===== src/sv/motor_link_poll_scheduler_assert.svh =====
// Assertion helpers shared by the scheduler modules.
// Each macro expects clk and rst_n in scope.
`ifndef MOTOR_LINK_POLL_SCHEDULER_ASSERT_SVH
`define MOTOR_LINK_POLL_SCHEDULER_ASSERT_SVH

// Condition holds at every clock edge out of reset.
`define MLPS_ASSERT_ALWAYS(label, cond, msg) \
    label: assert property (@(posedge clk) disable iff (!rst_n) (cond)) \
        else $error(msg);

// Consequent holds in the same cycle as the antecedent.
`define MLPS_ASSERT_IMPLIES(label, ante, cons, msg) \
    label: assert property (@(posedge clk) disable iff (!rst_n) (ante) |-> (cons)) \
        else $error(msg);

// Consequent holds in the cycle after the antecedent.
`define MLPS_ASSERT_NEXT(label, ante, cons, msg) \
    label: assert property (@(posedge clk) disable iff (!rst_n) (ante) |=> (cons)) \
        else $error(msg);

`endif


===== src/sv/mlps_pkg.sv =====
`default_nettype none

package mlps_pkg;

    // Outstanding request kinds
    typedef enum logic [2:0] {
        REQ_NONE   = 3'd0,
        REQ_SPEED  = 3'd1,
        REQ_STATUS = 3'd2,
        REQ_POWER  = 3'd3,
        REQ_FLUSH  = 3'd7
    } req_t;

    typedef enum logic [2:0] {
        ST_IDLE,
        ST_EVAL,
        ST_SCALE,
        ST_DIV_IMP,
        ST_WEIGHT,
        ST_DIV_SPD,
        ST_EMIT
    } ctrl_state_t;

    typedef enum logic [2:0] {
        CFG_ASSIST    = 3'd0,
        CFG_LIGHT     = 3'd1,
        CFG_ROAD_MODE = 3'd2,
        CFG_ROAD      = 3'd3,
        CFG_OFFROAD   = 3'd4,
        CFG_WHEEL     = 3'd5,
        CFG_IMPERIAL  = 3'd6
    } cfg_idx_t;

    typedef enum logic {
        MUL_IMPERIAL,
        MUL_WHEEL
    } mul_sel_t;

    typedef enum logic {
        DIV_BY_IMPERIAL,
        DIV_BY_HUNDRED
    } div_sel_t;

    typedef struct packed {
        logic signed [4:0] assist_level;
        logic              light_on;
        logic              road_mode;
        logic [15:0]       road_cfg;
        logic [15:0]       offroad_cfg;
        logic [11:0]       wheel_circumference_mm;
        logic              imperial_units;
    } cfg_t;

    typedef struct packed {
        logic     eval;
        mul_sel_t mul_sel;
        logic     div_start;
        div_sel_t div_sel;
        logic     x_load;
        logic     speed_load;
        logic     emit;
    } cmd_t;

    typedef struct packed {
        logic in_full;
        logic speed_go;
        logic imperial;
        logic div_done;
        logic out_free;
        logic emit_last;
    } sts_t;

    // Frame bytes
    localparam logic [7:0] REQ_HEAD       = 8'h11;
    localparam logic [7:0] CFG_HEAD       = 8'h16;
    localparam logic [7:0] OP_SPEED       = 8'h20;
    localparam logic [7:0] OP_STATUS      = 8'h08;
    localparam logic [7:0] OP_POWER       = 8'h0a;
    localparam logic [7:0] OP_PAS         = 8'h0b;
    localparam logic [7:0] OP_LIGHT       = 8'h1a;
    localparam logic [7:0] OP_CFG         = 8'h1f;
    localparam logic [7:0] PAS_SUM        = 8'h21;
    localparam logic [7:0] CFG_SUM        = 8'h35;
    localparam logic [7:0] LIGHT_ON_BYTE  = 8'hf0;
    localparam logic [7:0] LIGHT_OFF_BYTE = 8'hf1;

    // Schedule slots
    localparam logic [6:0] SLOT_SPEED_REQ  = 7'd10;
    localparam logic [6:0] SLOT_PAS        = 7'd20;
    localparam logic [6:0] SLOT_STATUS_REQ = 7'd40;
    localparam logic [6:0] SLOT_LIGHT      = 7'd50;
    localparam logic [6:0] SLOT_POWER_REQ  = 7'd70;
    localparam logic [6:0] SLOT_CFG        = 7'd80;
    localparam logic [6:0] TICK_RESTART    = 7'h7f;

    localparam logic [4:0] TIMEOUT_FIRST = 5'd30;
    localparam logic [4:0] TIMEOUT_NEXT  = 5'd15;

    // Reply lengths, also the bytes popped
    localparam logic [6:0] SPEED_REPLY_LEN  = 7'd3;
    localparam logic [6:0] STATUS_REPLY_LEN = 7'd1;
    localparam logic [6:0] POWER_REPLY_LEN  = 7'd2;

    localparam logic [14:0] IMPERIAL_NUM = 15'd1000;
    localparam logic [9:0]  IMPERIAL_DEN = 10'd621;
    localparam logic [9:0]  SCALE_DEN    = 10'd100;
    localparam logic [23:0] SPEED_MAX    = 24'hffffff;
    localparam logic [11:0] WHEEL_RESET  = 12'd2100;

    localparam int TXQ_DEPTH = 5;

    localparam logic signed [4:0] PAS_LEVEL_MIN = -5'sd1;
    localparam logic signed [4:0] PAS_LEVEL_MAX = 5'sd9;
    localparam logic [7:0] PAS_TABLE [11] = '{
        8'h06, 8'h00, 8'h01, 8'h0b, 8'h0c, 8'h0d, 8'h02, 8'h15, 8'h16, 8'h17, 8'h03
    };

    function automatic logic [7:0] pas_code(input logic signed [4:0] lvl);
        logic [3:0] idx;
        idx = 4'(lvl - PAS_LEVEL_MIN);
        if (lvl < PAS_LEVEL_MIN || lvl > PAS_LEVEL_MAX)
        begin
            return 8'h00;
        end
        return PAS_TABLE[idx];
    endfunction

endpackage

`default_nettype wire


===== src/sv/mlps_div.sv =====
`default_nettype none

// Divide by one of two fixed divisors through a reciprocal multiply.
// start captures the dividend; done follows via stage_reg, done_reg.
module mlps_div
    import mlps_pkg::*;
(
    input  logic        clk,
    input  logic        rst_n,
    input  logic        start,
    input  div_sel_t    sel,
    input  logic [31:0] dividend,
    output logic        done,
    output logic [31:0] quotient
);

    // ceil(2^36 / 621), exact for dividends below 2^26
    localparam logic [31:0] RECIP_IMPERIAL = 32'd110659383;
    // ceil(2^37 / 100), exact for any 32-bit dividend
    localparam logic [31:0] RECIP_HUNDRED  = 32'd1374389535;

    logic        stage_reg;
    logic        done_reg;
    div_sel_t    sel_reg;
    logic [31:0] num_reg;
    logic [63:0] prod_reg;
    logic [31:0] recip;

    always_comb
    begin
        recip = (sel_reg == DIV_BY_IMPERIAL) ? RECIP_IMPERIAL : RECIP_HUNDRED;
    end

    always_ff @(posedge clk or negedge rst_n)
    begin
        if (!rst_n)
        begin
            stage_reg <= 1'b0;
            done_reg  <= 1'b0;
        end
        else
        begin
            stage_reg <= start;
            done_reg  <= stage_reg;
        end
    end

    always_ff @(posedge clk)
    begin
        if (start)
        begin
            sel_reg <= sel;
            num_reg <= dividend;
        end
        if (stage_reg)
        begin
            prod_reg <= {32'b0, num_reg} * {32'b0, recip};
        end
    end

    assign done     = done_reg;
    assign quotient = (sel_reg == DIV_BY_IMPERIAL) ? {4'b0, prod_reg[63:36]}
                                                   : {5'b0, prod_reg[63:37]};

endmodule

`default_nettype wire


===== src/sv/mlps_datapath.sv =====
`default_nettype none
`include "motor_link_poll_scheduler_assert.svh"

// Tick state, frame builder, speed arithmetic and the input/output registers.
module mlps_datapath
    import mlps_pkg::*;
#(
    parameter int RX_DEPTH        = 64,
    parameter int SCHEDULE_PERIOD = 90
)
(
    input  logic        clk,
    input  logic        rst_n,
    input  cfg_t        cfg,
    input  cmd_t        cmd,
    output sts_t        sts,
    input  logic        in_valid,
    output logic        in_stall,
    input  logic        tx_ready,
    input  logic [6:0]  rx_count,
    input  logic [7:0]  rx_first,
    input  logic [7:0]  rx_second,
    output logic        out_valid,
    input  logic        out_stall,
    output logic        tx_valid,
    output logic [7:0]  tx_byte,
    output logic [6:0]  rx_pop,
    output logic [23:0] speed,
    output logic [7:0]  error_code,
    output logic [7:0]  power,
    output logic        timed_out,
    output logic        last
);

    localparam logic [8:0] DEPTH_CAP  = 9'(RX_DEPTH);
    localparam logic [6:0] PERIOD_END = 7'(SCHEDULE_PERIOD);

    // input buffer
    logic        in_full_reg;
    logic        in_tx_ready_reg;
    logic [6:0]  in_count_reg;
    logic [7:0]  in_first_reg, in_second_reg;

    // link state
    req_t        pending_reg, pending_next;
    logic        awaiting_reg, awaiting_next;
    logic [6:0]  seen_reg, seen_next;
    logic [4:0]  timeout_reg, timeout_next;
    logic [6:0]  tick_reg, tick_next;
    logic [23:0] held_speed_reg;
    logic [7:0]  held_error_reg, held_error_next;
    logic [7:0]  held_power_reg, held_power_next;

    // per-tick results
    logic [6:0]  pop_reg, pop_next;
    logic        tmo_reg, tmo_next;
    logic [7:0]  txq_reg [TXQ_DEPTH];
    logic [7:0]  txq_next [TXQ_DEPTH];
    logic [2:0]  txn_reg, txn_next;
    logic [2:0]  emit_idx_reg;

    // speed arithmetic
    logic [16:0] x_reg;
    logic [14:0] wheel6, mul_b;
    logic [31:0] mul_prod;
    logic        div_done;
    logic [31:0] div_quo;

    // output register
    logic        out_valid_reg;
    logic        out_tx_valid_reg;
    logic [7:0]  out_byte_reg;
    logic [6:0]  out_pop_reg;
    logic [23:0] out_speed_reg;
    logic [7:0]  out_error_reg, out_power_reg;
    logic        out_tmo_reg, out_last_reg;

    logic        accept;
    logic        speed_go;
    logic        run_sched;
    logic        reply_go;
    logic        emit_last;
    logic [6:0]  rx_avail;
    logic [6:0]  tick_inc;
    logic [7:0]  pas_byte;
    logic [15:0] cfg_sel;

    assign accept   = in_valid && !in_full_reg;
    assign in_stall = in_full_reg;

    always_comb
    begin
        rx_avail = ({2'b00, in_count_reg} > DEPTH_CAP) ? DEPTH_CAP[6:0] : in_count_reg;
        tick_inc = tick_reg + 7'd1;
        pas_byte = pas_code(cfg.assist_level);
        cfg_sel  = cfg.road_mode ? cfg.road_cfg : cfg.offroad_cfg;
    end

    // One tick of the link master
    always_comb
    begin
        pending_next    = pending_reg;
        awaiting_next   = awaiting_reg;
        seen_next       = seen_reg;
        timeout_next    = timeout_reg;
        tick_next       = tick_reg;
        held_error_next = held_error_reg;
        held_power_next = held_power_reg;
        pop_next        = '0;
        tmo_next        = 1'b0;
        txn_next        = '0;
        for (int i = 0; i < TXQ_DEPTH; i++)
        begin
            txq_next[i] = 8'h00;
        end
        speed_go  = 1'b0;
        run_sched = 1'b0;
        reply_go  = 1'b0;

        if (in_tx_ready_reg)
        begin
            if (pending_reg != REQ_NONE)
            begin
                if (awaiting_reg)
                begin
                    awaiting_next = 1'b0;
                    seen_next     = '0;
                    timeout_next  = TIMEOUT_FIRST;
                    reply_go      = 1'b1;
                end
                else if (rx_avail != seen_reg)
                begin
                    timeout_next = TIMEOUT_NEXT;
                    seen_next    = rx_avail;
                    reply_go     = 1'b1;
                end
                else if (timeout_reg <= 5'd1)
                begin
                    timeout_next = '0;
                    pending_next = REQ_NONE;
                    tmo_next     = 1'b1;
                end
                else
                begin
                    timeout_next = timeout_reg - 5'd1;
                end

                if (reply_go)
                begin
                    case (pending_reg)
                        REQ_SPEED:
                        begin
                            if (rx_avail >= SPEED_REPLY_LEN)
                            begin
                                speed_go     = 1'b1;
                                pop_next     = SPEED_REPLY_LEN;
                                pending_next = REQ_FLUSH;
                            end
                        end
                        REQ_STATUS:
                        begin
                            if (rx_avail >= STATUS_REPLY_LEN)
                            begin
                                held_error_next = in_first_reg;
                                pop_next        = STATUS_REPLY_LEN;
                                pending_next    = REQ_FLUSH;
                            end
                        end
                        REQ_POWER:
                        begin
                            if (rx_avail >= POWER_REPLY_LEN)
                            begin
                                held_power_next = in_first_reg;
                                pop_next        = POWER_REPLY_LEN;
                                pending_next    = REQ_FLUSH;
                            end
                        end
                        REQ_FLUSH:
                        begin
                            pop_next     = rx_avail;
                            pending_next = REQ_NONE;
                        end
                        default:
                        begin
                            run_sched = 1'b1;
                        end
                    endcase
                end
            end
            else
            begin
                run_sched = 1'b1;
            end
        end

        if (run_sched)
        begin
            tick_next = tick_inc;
            case (tick_inc)
                SLOT_SPEED_REQ:
                begin
                    txq_next[0]   = REQ_HEAD;
                    txq_next[1]   = OP_SPEED;
                    txn_next      = 3'd2;
                    pending_next  = REQ_SPEED;
                    awaiting_next = 1'b1;
                end
                SLOT_PAS:
                begin
                    txq_next[0] = CFG_HEAD;
                    txq_next[1] = OP_PAS;
                    txq_next[2] = pas_byte;
                    txq_next[3] = pas_byte + PAS_SUM;
                    txn_next    = 3'd4;
                end
                SLOT_STATUS_REQ:
                begin
                    txq_next[0]   = REQ_HEAD;
                    txq_next[1]   = OP_STATUS;
                    txn_next      = 3'd2;
                    pending_next  = REQ_STATUS;
                    awaiting_next = 1'b1;
                end
                SLOT_LIGHT:
                begin
                    txq_next[0] = CFG_HEAD;
                    txq_next[1] = OP_LIGHT;
                    txq_next[2] = cfg.light_on ? LIGHT_ON_BYTE : LIGHT_OFF_BYTE;
                    txn_next    = 3'd3;
                end
                SLOT_POWER_REQ:
                begin
                    txq_next[0]   = REQ_HEAD;
                    txq_next[1]   = OP_POWER;
                    txn_next      = 3'd2;
                    pending_next  = REQ_POWER;
                    awaiting_next = 1'b1;
                end
                SLOT_CFG:
                begin
                    txq_next[0] = CFG_HEAD;
                    txq_next[1] = OP_CFG;
                    txq_next[2] = cfg_sel[15:8];
                    txq_next[3] = cfg_sel[7:0];
                    txq_next[4] = cfg_sel[15:8] + cfg_sel[7:0] + CFG_SUM;
                    txn_next    = 3'd5;
                end
                default:
                begin
                    if (tick_inc >= PERIOD_END)
                    begin
                        tick_next = TICK_RESTART;
                    end
                end
            endcase
        end
    end

    // Shared multiplier: raw * 1000, then x * wheel * 6
    assign wheel6   = {1'b0, cfg.wheel_circumference_mm, 2'b00}
                    + {2'b00, cfg.wheel_circumference_mm, 1'b0};
    assign mul_b    = (cmd.mul_sel == MUL_IMPERIAL) ? IMPERIAL_NUM : wheel6;
    assign mul_prod = {15'b0, x_reg} * {17'b0, mul_b};

    mlps_div u_div (
        .clk      (clk),
        .rst_n    (rst_n),
        .start    (cmd.div_start),
        .sel      (cmd.div_sel),
        .dividend (mul_prod),
        .done     (div_done),
        .quotient (div_quo)
    );

    assign emit_last = (txn_reg == 3'd0) || (emit_idx_reg == txn_reg - 3'd1);

    always_ff @(posedge clk or negedge rst_n)
    begin
        if (!rst_n)
        begin
            in_full_reg    <= 1'b0;
            pending_reg    <= REQ_NONE;
            awaiting_reg   <= 1'b0;
            seen_reg       <= '0;
            timeout_reg    <= '0;
            tick_reg       <= TICK_RESTART;
            held_speed_reg <= '0;
            held_error_reg <= '0;
            held_power_reg <= '0;
            pop_reg        <= '0;
            tmo_reg        <= 1'b0;
            txn_reg        <= '0;
            emit_idx_reg   <= '0;
            out_valid_reg  <= 1'b0;
        end
        else
        begin
            if (cmd.eval)
            begin
                in_full_reg <= 1'b0;
            end
            else if (accept)
            begin
                in_full_reg <= 1'b1;
            end

            if (cmd.eval)
            begin
                pending_reg    <= pending_next;
                awaiting_reg   <= awaiting_next;
                seen_reg       <= seen_next;
                timeout_reg    <= timeout_next;
                tick_reg       <= tick_next;
                held_error_reg <= held_error_next;
                held_power_reg <= held_power_next;
                pop_reg        <= pop_next;
                tmo_reg        <= tmo_next;
                txn_reg        <= txn_next;
                emit_idx_reg   <= '0;
            end
            else if (cmd.emit)
            begin
                emit_idx_reg <= emit_idx_reg + 3'd1;
            end

            if (cmd.speed_load)
            begin
                held_speed_reg <= (|div_quo[31:24]) ? SPEED_MAX : div_quo[23:0];
            end

            out_valid_reg <= cmd.emit || (out_valid_reg && out_stall);
        end
    end

    always_ff @(posedge clk)
    begin
        if (accept)
        begin
            in_tx_ready_reg <= tx_ready;
            in_count_reg    <= rx_count;
            in_first_reg    <= rx_first;
            in_second_reg   <= rx_second;
        end

        if (cmd.eval)
        begin
            for (int i = 0; i < TXQ_DEPTH; i++)
            begin
                txq_reg[i] <= txq_next[i];
            end
        end

        if (cmd.eval && speed_go)
        begin
            x_reg <= {1'b0, in_first_reg, in_second_reg};
        end
        else if (cmd.x_load)
        begin
            x_reg <= div_quo[16:0];
        end

        if (cmd.emit)
        begin
            out_tx_valid_reg <= (txn_reg != 3'd0);
            out_byte_reg     <= (txn_reg != 3'd0) ? txq_reg[emit_idx_reg] : 8'h00;
            out_pop_reg      <= (emit_idx_reg == 3'd0) ? pop_reg : 7'd0;
            out_tmo_reg      <= (emit_idx_reg == 3'd0) ? tmo_reg : 1'b0;
            out_last_reg     <= emit_last;
            out_speed_reg    <= held_speed_reg;
            out_error_reg    <= held_error_reg;
            out_power_reg    <= held_power_reg;
        end
    end

    always_comb
    begin
        sts.in_full   = in_full_reg;
        sts.speed_go  = speed_go;
        sts.imperial  = cfg.imperial_units;
        sts.div_done  = div_done;
        sts.out_free  = !out_valid_reg || !out_stall;
        sts.emit_last = emit_last;
    end

    assign out_valid  = out_valid_reg;
    assign tx_valid   = out_tx_valid_reg;
    assign tx_byte    = out_byte_reg;
    assign rx_pop     = out_pop_reg;
    assign speed      = out_speed_reg;
    assign error_code = out_error_reg;
    assign power      = out_power_reg;
    assign timed_out  = out_tmo_reg;
    assign last       = out_last_reg;

    `MLPS_ASSERT_ALWAYS(a_await_has_req, !awaiting_reg || (pending_reg != REQ_NONE), "awaiting reply with no request")
    `MLPS_ASSERT_ALWAYS(a_timeout_range, timeout_reg <= TIMEOUT_FIRST, "timeout counter out of range")
    `MLPS_ASSERT_IMPLIES(a_tmo_no_pop, tmo_reg, pop_reg == 7'd0, "timeout tick also popped bytes")

endmodule

`default_nettype wire


===== src/sv/mlps_ctrl.sv =====
`default_nettype none
`include "motor_link_poll_scheduler_assert.svh"

// Sequencer: evaluate a tick, run the speed arithmetic if needed, emit results.
module mlps_ctrl
    import mlps_pkg::*;
(
    input  logic clk,
    input  logic rst_n,
    input  sts_t sts,
    output cmd_t cmd
);

    ctrl_state_t state_reg, state_next;

    always_ff @(posedge clk or negedge rst_n)
    begin
        if (!rst_n)
        begin
            state_reg <= ST_IDLE;
        end
        else
        begin
            state_reg <= state_next;
        end
    end

    always_comb
    begin
        state_next     = state_reg;
        cmd.eval       = 1'b0;
        cmd.mul_sel    = MUL_IMPERIAL;
        cmd.div_start  = 1'b0;
        cmd.div_sel    = DIV_BY_IMPERIAL;
        cmd.x_load     = 1'b0;
        cmd.speed_load = 1'b0;
        cmd.emit       = 1'b0;

        case (state_reg)
            ST_IDLE:
            begin
                if (sts.in_full)
                begin
                    state_next = ST_EVAL;
                end
            end
            ST_EVAL:
            begin
                cmd.eval = 1'b1;
                if (sts.speed_go)
                begin
                    state_next = sts.imperial ? ST_SCALE : ST_WEIGHT;
                end
                else
                begin
                    state_next = ST_EMIT;
                end
            end
            ST_SCALE:
            begin
                cmd.mul_sel   = MUL_IMPERIAL;
                cmd.div_sel   = DIV_BY_IMPERIAL;
                cmd.div_start = 1'b1;
                state_next    = ST_DIV_IMP;
            end
            ST_DIV_IMP:
            begin
                if (sts.div_done)
                begin
                    cmd.x_load = 1'b1;
                    state_next = ST_WEIGHT;
                end
            end
            ST_WEIGHT:
            begin
                cmd.mul_sel   = MUL_WHEEL;
                cmd.div_sel   = DIV_BY_HUNDRED;
                cmd.div_start = 1'b1;
                state_next    = ST_DIV_SPD;
            end
            ST_DIV_SPD:
            begin
                if (sts.div_done)
                begin
                    cmd.speed_load = 1'b1;
                    state_next     = ST_EMIT;
                end
            end
            ST_EMIT:
            begin
                if (sts.out_free)
                begin
                    cmd.emit = 1'b1;
                    if (sts.emit_last)
                    begin
                        state_next = ST_IDLE;
                    end
                end
            end
            default:
            begin
                state_next = ST_IDLE;
            end
        endcase
    end

    `MLPS_ASSERT_NEXT(a_eval_to_speed, (state_reg == ST_EVAL) && sts.speed_go, (state_reg == ST_SCALE) || (state_reg == ST_WEIGHT), "speed reply did not start arithmetic")
    `MLPS_ASSERT_IMPLIES(a_done_in_wait, sts.div_done, (state_reg == ST_DIV_IMP) || (state_reg == ST_DIV_SPD), "divider finished outside a wait state")
    `MLPS_ASSERT_IMPLIES(a_eval_has_item, state_reg == ST_EVAL, sts.in_full, "tick evaluated without a buffered transaction")

endmodule

`default_nettype wire


===== src/sv/motor_link_poll_scheduler.sv =====
// Motor-controller UART link master, one transaction per software tick.
// Input channel (in_valid / in_stall): tx_ready, rx_count and the three
// oldest receive bytes. A one-entry input buffer takes the next tick while
// the current one is still being worked on or emitted.
// Output channel (out_valid / out_stall): one transaction per byte to send,
// or a single idle transaction when nothing is sent; last marks the final
// one of a tick. rx_pop and timed_out ride on the first transaction only.
// Each tick gives n results (1..5). A complete speed reply first runs the
// speed arithmetic in the shared divider: one reciprocal multiply for the
// divide by 100, preceded with imperial units by one for 621. The first
// result is registered from the emit state, reached after the evaluate state.
// Configuration (cfg_valid / cfg_ready, cfg_index, cfg_data) is always
// ready; writes to unknown indexes are dropped.
// Reset: schedule counter at all ones, no request pending, held values and
// config registers at their defaults, both channels empty.
// A stalled receiver holds the output register; the sequencer waits in its
// emit state, and at most one further tick is buffered on the input side.
`default_nettype none

module motor_link_poll_scheduler
    import mlps_pkg::*;
#(
    parameter int RX_DEPTH        = 64,
    parameter int SCHEDULE_PERIOD = 90
)
(
    input  logic        clk,
    input  logic        rst_n,
    // tick input
    input  logic        in_valid,
    output logic        in_stall,
    input  logic        tx_ready,
    input  logic [6:0]  rx_count,
    input  logic [7:0]  rx_first,
    input  logic [7:0]  rx_second,
    input  logic [7:0]  rx_third,
    // results
    output logic        out_valid,
    input  logic        out_stall,
    output logic        tx_valid,
    output logic [7:0]  tx_byte,
    output logic [6:0]  rx_pop,
    output logic [23:0] speed,
    output logic [7:0]  error_code,
    output logic [7:0]  power,
    output logic        timed_out,
    output logic        last,
    // configuration writes
    input  logic        cfg_valid,
    output logic        cfg_ready,
    input  logic [2:0]  cfg_index,
    input  logic [15:0] cfg_data
);

    cfg_t cfg_reg;
    cmd_t cmd;
    sts_t sts;

    assign cfg_ready = 1'b1;

    // Config register file; rx_third is never needed by any reply.
    always_ff @(posedge clk or negedge rst_n)
    begin
        if (!rst_n)
        begin
            cfg_reg.assist_level           <= 5'sd0;
            cfg_reg.light_on               <= 1'b0;
            cfg_reg.road_mode              <= 1'b1;
            cfg_reg.road_cfg               <= '0;
            cfg_reg.offroad_cfg            <= '0;
            cfg_reg.wheel_circumference_mm <= WHEEL_RESET;
            cfg_reg.imperial_units         <= 1'b0;
        end
        else if (cfg_valid && cfg_ready)
        begin
            case (cfg_idx_t'(cfg_index))
                CFG_ASSIST:    cfg_reg.assist_level           <= cfg_data[4:0];
                CFG_LIGHT:     cfg_reg.light_on               <= cfg_data[0];
                CFG_ROAD_MODE: cfg_reg.road_mode              <= cfg_data[0];
                CFG_ROAD:      cfg_reg.road_cfg               <= cfg_data;
                CFG_OFFROAD:   cfg_reg.offroad_cfg            <= cfg_data;
                CFG_WHEEL:     cfg_reg.wheel_circumference_mm <= cfg_data[11:0];
                CFG_IMPERIAL:  cfg_reg.imperial_units         <= cfg_data[0];
                default:
                begin
                end
            endcase
        end
    end

    mlps_ctrl u_ctrl (
        .clk   (clk),
        .rst_n (rst_n),
        .sts   (sts),
        .cmd   (cmd)
    );

    mlps_datapath #(
        .RX_DEPTH        (RX_DEPTH),
        .SCHEDULE_PERIOD (SCHEDULE_PERIOD)
    ) u_datapath (
        .clk        (clk),
        .rst_n      (rst_n),
        .cfg        (cfg_reg),
        .cmd        (cmd),
        .sts        (sts),
        .in_valid   (in_valid),
        .in_stall   (in_stall),
        .tx_ready   (tx_ready),
        .rx_count   (rx_count),
        .rx_first   (rx_first),
        .rx_second  (rx_second),
        .out_valid  (out_valid),
        .out_stall  (out_stall),
        .tx_valid   (tx_valid),
        .tx_byte    (tx_byte),
        .rx_pop     (rx_pop),
        .speed      (speed),
        .error_code (error_code),
        .power      (power),
        .timed_out  (timed_out),
        .last       (last)
    );

endmodule

`default_nettype wire

===== config.mk =====
export PLATFORM = sky130hd
export DESIGN_NAME = motor_link_poll_scheduler
export DESIGN_NICKNAME = d
export VERILOG_FILES = /design/src/sv/mlps_pkg.sv /design/src/sv/mlps_div.sv /design/src/sv/mlps_datapath.sv /design/src/sv/mlps_ctrl.sv /design/src/sv/motor_link_poll_scheduler.sv
export VERILOG_INCLUDE_DIRS = /design/src /design/src/sv
export SDC_FILE = /design/constraint.sdc
export NUM_CORES = 2
export LEC_CHECK = 0
export BUFFER_PORTS_ARGS = -buffer_cell sky130_fd_sc_hd__buf_2
export CORE_UTILIZATION = 59
export CTS_BUF_LIST = sky130_fd_sc_hd__clkbuf_8 sky130_fd_sc_hd__clkbuf_16
export CTS_CLUSTER_DIAMETER = 40
export DETAILED_ROUTE_END_ITERATION = 8
export PLACE_DENSITY = 0.79
export SLEW_MARGIN = 0
export SYNTH_ARGS = -nofsm -noshare
export SYNTH_HDL_FRONTEND = slang
export SYNTH_SLANG_ARGS = --single-unit

===== constraint.sdc =====
create_clock -name clk -period 8.6 [get_ports clk]
set_input_delay 0.86 -clock clk [delete_from_list [all_inputs] [get_ports clk]]
set_output_delay 0.86 -clock clk [all_outputs]
set_load 0.05 [all_outputs]

==> out/results.ini <==
[worst_setup_path]
cp-start-kind = flop
cp_slowest_cell = fa_1
criticalPathCategory = flop to flop
r2r_slack_ps = 240
rr_worst_depth = 29
reg2reg_to = u_datapath.u_div.prod_reg[62]
critical_path_arrival_ps = 8650
crit_top_cell = fa_1
slowest_delay_ps = 540
cp_data_required_time_ps = 8890
endpoint_kind = flop
crit_fanout = 11
worstReg2RegStart = u_datapath.u_div.sel_reg

[floorplan]
core_area_um2 = 73210
rows = 99
die_w_um = 274.7
ios = 117
die_h_um = 274.7
start_util_pct = 59.93
dieArea_um2 = 75460

[clock_network]
numCtsBuffers = 35
cts_htree_levels = 2
cts.path.max_buffers = 3
path_clk_slew_ps = 60
hold_buffers = 0
clk_latency_ps = 550
cts_tree = done
clk_root_buffer_cell = clkbuf_16
clkSinkCount = 327

[drt]
drtIter0Drc = 2308
antenna_left = 0
post_drt_wl_per_cell_um = 19.89
route.vias.total = 29800
wirelength_um = 104500
drc = 0
dr.pass1.iters = 6
via_per_inst = 5.673

[timing]
setup_viol = 0
fin_skew_ps = 27.56
finalCritPeriodShare_pct = 97.24
rsz0062_at_grt = false
worst_pin_slew_ps = 1244
finalSetupTns_ps = 0
finalMaxSlewViolations = 0
fmax_ghz = 0.1196
hold_viol = 0
worst_slack_ps = 237.1
slew_headroom_pct = 17.04
min_period_ps = 8363

[yosys]
yosysTopAreaCellShare_pct = 32.53
yosys_register_bits = 327
yosysWarnings = 0
yosys-top-cells-area = fa_1 33%, ha_1 17%, edfxtp_1 13%
synth_edf_count = 190
yosys.area.top_type = fa_1
synth_cell_types = 88
netlist_instances = 4136
syn_nets = 5492
ys.flop_type = edfxtp_1
synth_area_um2 = 43870
yosysSeqAreaShare_pct = 20.84
async_flop_share_pct = 41.59
synth_area_per_cell_um2 = 10.61

[global_route]
grt_max_degree = 90
grt_usage_pct = 28.71
grt_overflow_total = 0
grt_pass1_vias = 31420
antenna_found_initial = 3
grt_pass1_wl_um = 167100

[layout]
syn2layout_area_growth_pct = 7.683
nets = 5623
drive_gt1_share_pct = 11.25
fillers = 5473
largest_reg_flops = 52

[hold_path]
min_path_type = input port to async pin

[flow_run]
maxCapViolCount = 0

[outcome]
outcome = completed

[placement]
pre_cts_slack_ps = 132.5
place_congestion = 0.9955
hpwlAfterDp_um = 86670
port_buffers = 107

cell usage after synthesis (all sizes together) (61+ instances only):
library cell / number
mux2: 114
o21ai: 92
ha: 587
dfrtp: 124
and2: 64
edfxtp: 190
inv: 944
nor2: 171
nand2: 197
fa: 713
a21oi: 110
and3: 61
nand3: 82
clkbuf: 118
placed cells by master, fill, tap and decap left out, drive strengths merged, types with 10 or more instances in the layout:
cell and instances:
clkbuf 38, mux2 114, o31ai 11, nand4b 12, dfstp 12, a31oi 16
buf 229, nor2 171, xnor2 56, nor3 49, nand3 82, inv 957
or2 31, dfrtp 124, nand4 14, o21bai 17, clkinv 11, a21oi 110
and3 61, nand2b 18, o211ai 10, fa 713, nor2b 45, a21o 41
o21ai 92, nand2 197, xor2 28, and2 64, edfxtp 190, ha 587
and4b 11, nand3b 19, mux2i 36
critical path: cells and delay by family, from the launching register on:
family,cells,cell delay (ps)
adder cells (fa/ha/maj),9,4060
AO/OA/AOI/OAI,6,1400
AND/OR/NAND/NOR,4,1110
buffers and inverters,9,940
flip-flops,1,510
XOR/XNOR,1,90
repair_timing:
action	CTS	global route
endpoints found under the setup margin	0	12
buffers inserted	0	3
gates resized for setup	0	19
layout make-up:
class / instances / area [µm²] / share of cell area [%]
antenna: 1 / 2.502 / 0.005297
clock buffer: 37 / 914.6 / 1.936
clock inverter: 26 / 229.0 / 0.4847
inverter: 946 / 3552 / 7.519
multi-input combinational: 2727 / 30730 / 65.04
sequential: 327 / 9145 / 19.36
tap: 959 / 1200 / 2.540
timing repair buffer: 230 / 1474 / 3.120
cell families after synthesis:
family	count (synthesis)	share of synthesized area, %
adder cells (fa/ha/maj)	1301	49.30
multiplexers	152	3.850
AND/OR/NAND/NOR	798	9.254
XOR/XNOR	84	1.677
other	2	0.01712
AO/OA/AOI/OAI	390	5.764
flip-flops	327	20.84
buffers and inverters	1082	9.300
metal layers:
metal | vias up | part of all wire, % | GRT usage, %
met5 | - | 0.022 | 0
met4 | 4 | 3.3 | 9.123
met3 | 203 | 8.0 | 4.521
met2 | 1123 | 48 | 47.79
met1 | 14970 | 40 | 38.66
li1 | 13500 | - | -
how the worst max path moves through the flow:
| stage | from | to | cells after the start |
|---|---|---|---|
| finish | u_datapath.u_div.sel_reg | u_datapath.u_div.prod_reg[62] | 29 |
| floorplan | cfg_reg[1] | u_datapath.u_div.num_reg[31] | 30 |
| CTS | cfg_reg[2] | u_datapath.u_div.num_reg[31] | 30 |
| global placement | cfg_reg[2] | u_datapath.u_div.num_reg[31] | 30 |
| detailed placement | cfg_reg[2] | u_datapath.u_div.num_reg[31] | 30 |
| global route | u_datapath.u_div.sel_reg | u_datapath.u_div.prod_reg[62] | 29 |
metrics by stage:
stage | hold slack, ps | utilization (%) | instance area [µm²] | cells
final | 342.1 | 64.54 | 47240 | 5253
after global routing | 398.6 | 64.54 | 47240 | 5253
after CTS | 352.1 | 64.42 | 47160 | 5249
after detailed placement | 432.0 | 62.86 | 46020 | 5186
after global placement | 429.2 | 62.86 | 46020 | 5186
after floorplan | 419.4 | - | 43870 | 4136
Power is not shown: default switching activity piles up to over one toggle a cycle in this logic, so the estimate is an artifact.
